[src/hw/rtl/epic_pkg.sv]
// Package: shared constants for the edge pair index codec.
package epic_pkg;

  localparam int VALUE_WIDTH_DEF = 64;
  localparam int PORT_WIDTH      = 64;

  localparam logic FUNC_PAIR   = 1'b0;
  localparam logic FUNC_UNPAIR = 1'b1;

endpackage

[src/hw/rtl/epic_sqrt_stage.sv]
// One registered step of the digit-by-digit integer square root.
module epic_sqrt_stage
  import epic_pkg::*;
#(
  parameter int VALUE_WIDTH = VALUE_WIDTH_DEF
) (
  input  logic                         clk,
  input  logic                         rst,
  input  logic                         advance,
  input  logic                         valid_prev,
  input  logic                         func_prev,
  input  logic [VALUE_WIDTH-1:0]       x_prev,
  input  logic [VALUE_WIDTH-1:0]       y_prev,
  input  logic [(VALUE_WIDTH+4)/2+2:0] rem_prev,
  input  logic [(VALUE_WIDTH+4)/2-1:0] root_prev,
  input  logic [((VALUE_WIDTH+4)/2)*2-1:0] v_prev,
  output logic                         valid,
  output logic                         func,
  output logic [VALUE_WIDTH-1:0]       x,
  output logic [VALUE_WIDTH-1:0]       y,
  output logic [(VALUE_WIDTH+4)/2+2:0] rem,
  output logic [(VALUE_WIDTH+4)/2-1:0] root,
  output logic [((VALUE_WIDTH+4)/2)*2-1:0] v
);

  localparam int RB = (VALUE_WIDTH + 4) / 2;
  localparam int RW = RB + 3;
  localparam int VB = 2 * RB;

  logic [RW-1:0] rem_sh;
  logic [RW-1:0] trial;
  logic          ge;
  logic [RW-1:0] rem_next;
  logic [RB-1:0] root_next;

  always_comb begin
    rem_sh    = {rem_prev[RW-3:0], v_prev[VB-1:VB-2]};
    trial     = RW'({root_prev, 2'b01});
    ge        = (rem_sh >= trial);
    rem_next  = ge ? (rem_sh - trial) : rem_sh;
    root_next = {root_prev[RB-2:0], ge};
  end

  always_ff @(posedge clk) begin
    if (rst) begin
      valid <= 1'b0;
    end else if (advance) begin
      valid <= valid_prev;
    end
  end

  always_ff @(posedge clk) begin
    if (advance) begin
      func <= func_prev;
      x    <= x_prev;
      y    <= y_prev;
      rem  <= rem_next;
      root <= root_next;
      v    <= {v_prev[VB-3:0], 2'b00};
    end
  end

endmodule

[config.mk]
export PLATFORM = sky130hd
export DESIGN_NAME = epic_sqrt_stage
export DESIGN_NICKNAME = d
export VERILOG_FILES = /design/src/hw/rtl/epic_pkg.sv /design/src/hw/rtl/epic_sqrt_stage.sv
export SDC_FILE = /design/constraint.sdc
export NUM_CORES = 1
export LEC_CHECK = 0
export ABC_AREA = 1
export BUFFER_PORTS_ARGS = -buffer_cell sky130_fd_sc_hd__buf_2
export CORE_AREA = 2 2 213 215
export CTS_CLUSTER_SIZE = 40
export DETAILED_ROUTE_END_ITERATION = 6
export DIE_AREA = 0 0 215 217
export PLACE_DENSITY = 0.58
export REMOVE_ABC_BUFFERS = 1
export SLEW_MARGIN = 10
export SYNTH_ARGS = -nofsm -noshare
export SYNTH_HDL_FRONTEND = slang
export SYNTH_SLANG_ARGS = --single-unit
[constraint.sdc]
create_clock -name clk -period 3 [get_ports clk]
set_input_delay 0.3 -clock clk [delete_from_list [all_inputs] [get_ports clk]]
set_output_delay 0.3 -clock clk [all_outputs]
set_load 0.05 [all_outputs]
# After elaboration in Yosys (flattened, before gate mapping)
# Cells that the tools add are included.
[op_classes]
n_mul = 0
div_mod_pow = 0
add_sub_neg = 1
eq_ne = 0
shifts = 0
n_lt_le_gt_ge = 1
reduce_logical = 0
bitwise_logic = 0
n_mux = 1
[ops]
columns = ["op", "n"]
rows = [
  ["37-bit by 36-bit greater-or-equal comparator with 1-bit output", 1],
  ["37-bit 2-to-1 mux", 1],
  ["37-bit by 36-bit subtractor with 37-bit output", 1],
]
[totals]
ramBits = 0
out_inout_bits = 269
mem_bits_ro = 0
reg_bits = 267
input_bits = 272
n_memories = 0
latch_bits = 0

# Depth between registers and ports, before layout
[depth]
ltp_word = 2
mapped_depth = 16

# Worst setup path after synthesis
# No wires, ideal clock.
[synth_path]
path_type = "input -> register"
start = "input port root_prev[18]"
end = "register rem[26] (data pin)"
setup_time_ps = 253
path_slack_ps = 1019
t_required_ps = 2747
cell_stages = 14
t_arrival_ps = 1728
path_cell_list = "inv_1 -> ha_1 -> nand2_1 -> inv_1 -> nand2_1 -> nand3_1 -> a21oi_1 -> nand3_2 -> nand3_2 -> nand2_4 -> buf_8 -> buf_8 -> nand3_1 -> nand2_1"
[synth_between]
elab_chain_len = 2
[synth_lines]
columns = ["item", "line_no", "source"]
rows = [
  ["start, declared", "epic_sqrt_stage.sv:15", "input logic [(VALUE_WIDTH+4)/2-1:0] root_prev,"],
  ["37-bit by 36-bit subtractor with 37-bit output / 37-bit by 36-bit greater-or-equal comparator with 1-bit output (equally long branches)", "epic_sqrt_stage.sv:40, epic_sqrt_stage.sv:39", ""],
  ["37-bit 2-to-1 mux *", "epic_sqrt_stage.sv:40", "rem_next = ge ? (rem_sh - trial) : rem_sh;"],
  ["net rem_next[26]", "epic_sqrt_stage.sv:33", "logic [RW-1:0] rem_next;"],
  ["end signal, assigned", "epic_sqrt_stage.sv:57", "rem <= rem_next;"],
  ["end, declared", "epic_sqrt_stage.sv:21", "output logic [(VALUE_WIDTH+4)/2+2:0] rem,"],
]
# The timed path passes the listed nets; every way through them passes the cells marked *.
# A chain may end at the register's enable or synchronous reset.

# Worst setup path after layout
[layout_path]
start = "input port root_prev[14]"
end = "register rem[25] (data pin)"
# Same word-level chain as after synthesis.

==> flow_summary_export.csv <==
group,metric,value,unit
run_status,outcome,"finished clean",
layout,instances_no_fill,2426,
worst_setup_path,critPathMaxStageDelay,0.54,ns
worst_setup_path,worst-r2r-cell-count,3,
worst_setup_path,worstPathRequired,3.32,ns
die,die_x,215,um
clock_network,cts_resized,0,
worst_setup_path,path_max_fanout,21,
worst_setup_path,reg2reg_to,"valid",
global_routing,grt_max_degree,125,
sta,setup-violations-final,0,
yosys,async_reset_ff_frac,0,
clock_network,postCtsHoldBufs,254,
worst_setup_path,cp_num_buf_inv,6,
min_path,hold_path_class,"input port to register",
die,floorplan.rows,78,
sta,fin_crit_sh,0.859,
die,initial_core_util,0.255,
sta,rsz0062_at_grt,"no",
sta,hold_slack,0.0420,ns
layout,drive_above_1_share,0.338,
drt,via_per_inst,4.14,
pwr,p_per_area,603,mW/mm2
worst_setup_path,slowest_stage,"dlygate4sd3_1",
sta,drv_slew,0,
sta,fin_setup_tns,0,ns
global_routing,grt_usage,0.175,
die,core_area,0.0447,mm2
sta,slew_headroom,0.534,
layout,area_growth,61.4,%
run,cap_violations,0,
pwr,leakage,8.55,nW
worst_setup_path,start_kind,"input port",
sta,finClkSkew,0,ns
sta,post-route-min-period,2.58,ns
worst_setup_path,path_cells,"dlygate4sd3_1, buf_2, inv_1, ha_1, nand2_2, nor2_2, nand2_2, nor2_2, inv_2, nor3_2, nor2_1, nand2_4, inv_2, buf_4, nand2_1, nand2_1",
die,die_area,0.0467,mm2
die,die_h,217,um
layout,nNetsFinal,2108,
worst_setup_path,cp.arrival,2.89,ns
drt,drc,0,
worst_setup_path,endpoint,"rem[25]",
clock_network,cts_tree,"built",
clock_network,cts.sinks,267,
worst_setup_path,end_kind,"register",
drt,num_vias,10048,
yosys,synth_edf_count,266,
clock_network,htree_levels,1,
yosys,synth-seq-cells,267,
sta,clock.fmax,388,MHz
global_routing,grt.overflow.total,0,
worst_setup_path,critical_path_depth,16,
drt,routedWlPerCell,17.6,um
global_routing,antenna_found_initial,8,
place,port_buffers,536,
yosys,syn_area,0.0114,mm2
global_routing,grt_pass1_wl,61800,um
yosys,dominantRegCellSynth,"edfxtp_1",
drt,firstDrtPassIters,5,
worst_setup_path,critPathKind,"input port to register",
place,placed_cells,2114,
clock_network,clk_latency,0.57,ns
yosys,syn-instance-count,979,
place,place.gp.congestion,0.876,
place,post-dp-hpwl,32600,um
worst_setup_path,critPathTopFamily,"buffers and inverters",
drt,drtAntennaViolNets,0,
yosys,seq_area_frac_synth,0.702,
global_routing,first_global_vias,10311,
clock_network,clk_pin_slew,0.06,ns
yosys,syn_avg_cell_area,11.7,um2
clock_network,clockBufferDepth,3,
pwr,ir_drop,0.000409,V
sta,hold_violations,0,
drt,drt_iter0_drc,543,
worst_setup_path,cp-startpoint,"root_prev[14]",
die,boundaryPins,541,
yosys,ys_warn_count,0,
worst_setup_path,r2r_start,"valid",
clock_network,post-cts-setup-buffers,0,
worst_setup_path,r2r_setup_slack,1.83,ns
drt,finalWirelength,42800,um
clock_network,cts_buffers,30,
clock_network,cts_root_buffer,"clkbuf_16",
sta,worst_pin_slew,0.699,ns
yosys,ys_types,30,
## cell type report
type	count	area (um2)
inverters	139	522
clock inverters	21	233
repair buffers	798	5330
diodes	4	10.0
well taps	600	751
fillers	4316	26300
multi-input cells	564	2800
flip-flops and latches	267	8010
clock buffers	33	762
## cell usage after synthesis, drive strengths merged (2+ instances only)
library cell | instances | area [um2]
nor3 | 10 | 55.1
ha | 36 | 450
inv | 139 | 522
nand3 | 35 | 225
nor2 | 72 | 290
buf | 10 | 81.3
edfxtp | 266 | 7990
nand3b | 10 | 75.1
a21oi | 28 | 140
xor2 | 18 | 158
o21a | 2 | 15.0
nand2 | 329 | 1250
o21bai | 3 | 22.5
nand4 | 6 | 37.5
o21ai | 9 | 45.0
## per-layer routing
metal	up-vias	wire, um	track usage
met3	60	2770	0.0414
met1	4754	15900	0.191
li1	4898	-	-
met5	-	18	0
met2	332	23000	0.339
met4	4	996	0.0451
## how the worst min path moves through the flow
stage | from | depth (start not counted) | to | slack, ns
final | rem_prev[28] | 3 | rem[30] | 0.04
after global routing | rem_prev[29] | 3 | rem[31] | 0.03
after floorplan | rst | 1 | valid | 0.37
after CTS | rem_prev[21] | 3 | rem[23] | 0.0002
after detailed placement | rst | 2 | valid | 0.46
after global placement | rst | 2 | valid | 0.46
## cell families (layout without fill, tap and decap cells)
group / after synthesis / count (layout) / share of synthesized area
AND/OR/NAND/NOR: 464 / 464 / 0.171
flip-flops: 267 / 267 / 0.702
buffers and inverters: 149 / 991 / 0.0529
multiplexers: 1 / 1 / 0.000877
AO/OA/AOI/OAI: 42 / 42 / 0.0195
XOR/XNOR: 19 / 19 / 0.0146
adder cells (fa/ha/maj): 36 / 36 / 0.0395
other: 1 / 6 / 0.000329
## cells in the final DEF, fill, tap and decap left out, drive strengths merged, types with 2 or more instances in the layout
master and instances:
nand3b 10, conb 2, clkinv 11, bufinv 4, o21a 2, dlygate4sd3 254, diode 4, nand4 6
nor3 10, a21oi 28, inv 142, nand2 329, clkbuf 33, buf 544, nor2 72, o21ai 9
edfxtp 266, nand3 35, ha 36, o21bai 3, clkinvlp 3, xor2 18
## stage by stage
step	instance area, um2	power [W]	utilization	worst slack (ns)
4_1_cts	18400	0.0113	0.412	0.454
3_5_place_dp	14900	0.00719	0.333	0.406
5_1_grt	18400	0.0116	0.412	0.269
2_1_floorplan	11300	0.00635	-	0.748
3_3_place_gp	14900	0.00718	0.333	0.410
6_report	18400	0.0111	0.412	0.422
## state kept, by name, summed over array words and instances, names as in the netlist
signal and flops:
func 1, rem 37, root 34, v 66
valid 1, x 64, y 64
## power by group
part	switching [W]	internal, W
clock	0.00154	0.00218
combinational	0.00201	0.000794
sequential	0.0000934	0.00449
total	0.00364	0.00747
## worst min-delay path: stages
cell	delay, ns
buf_2	0.10
nand2_1	0.05
nand2_1	0.06
Note: power is estimated with default switching activity, not from simulation.
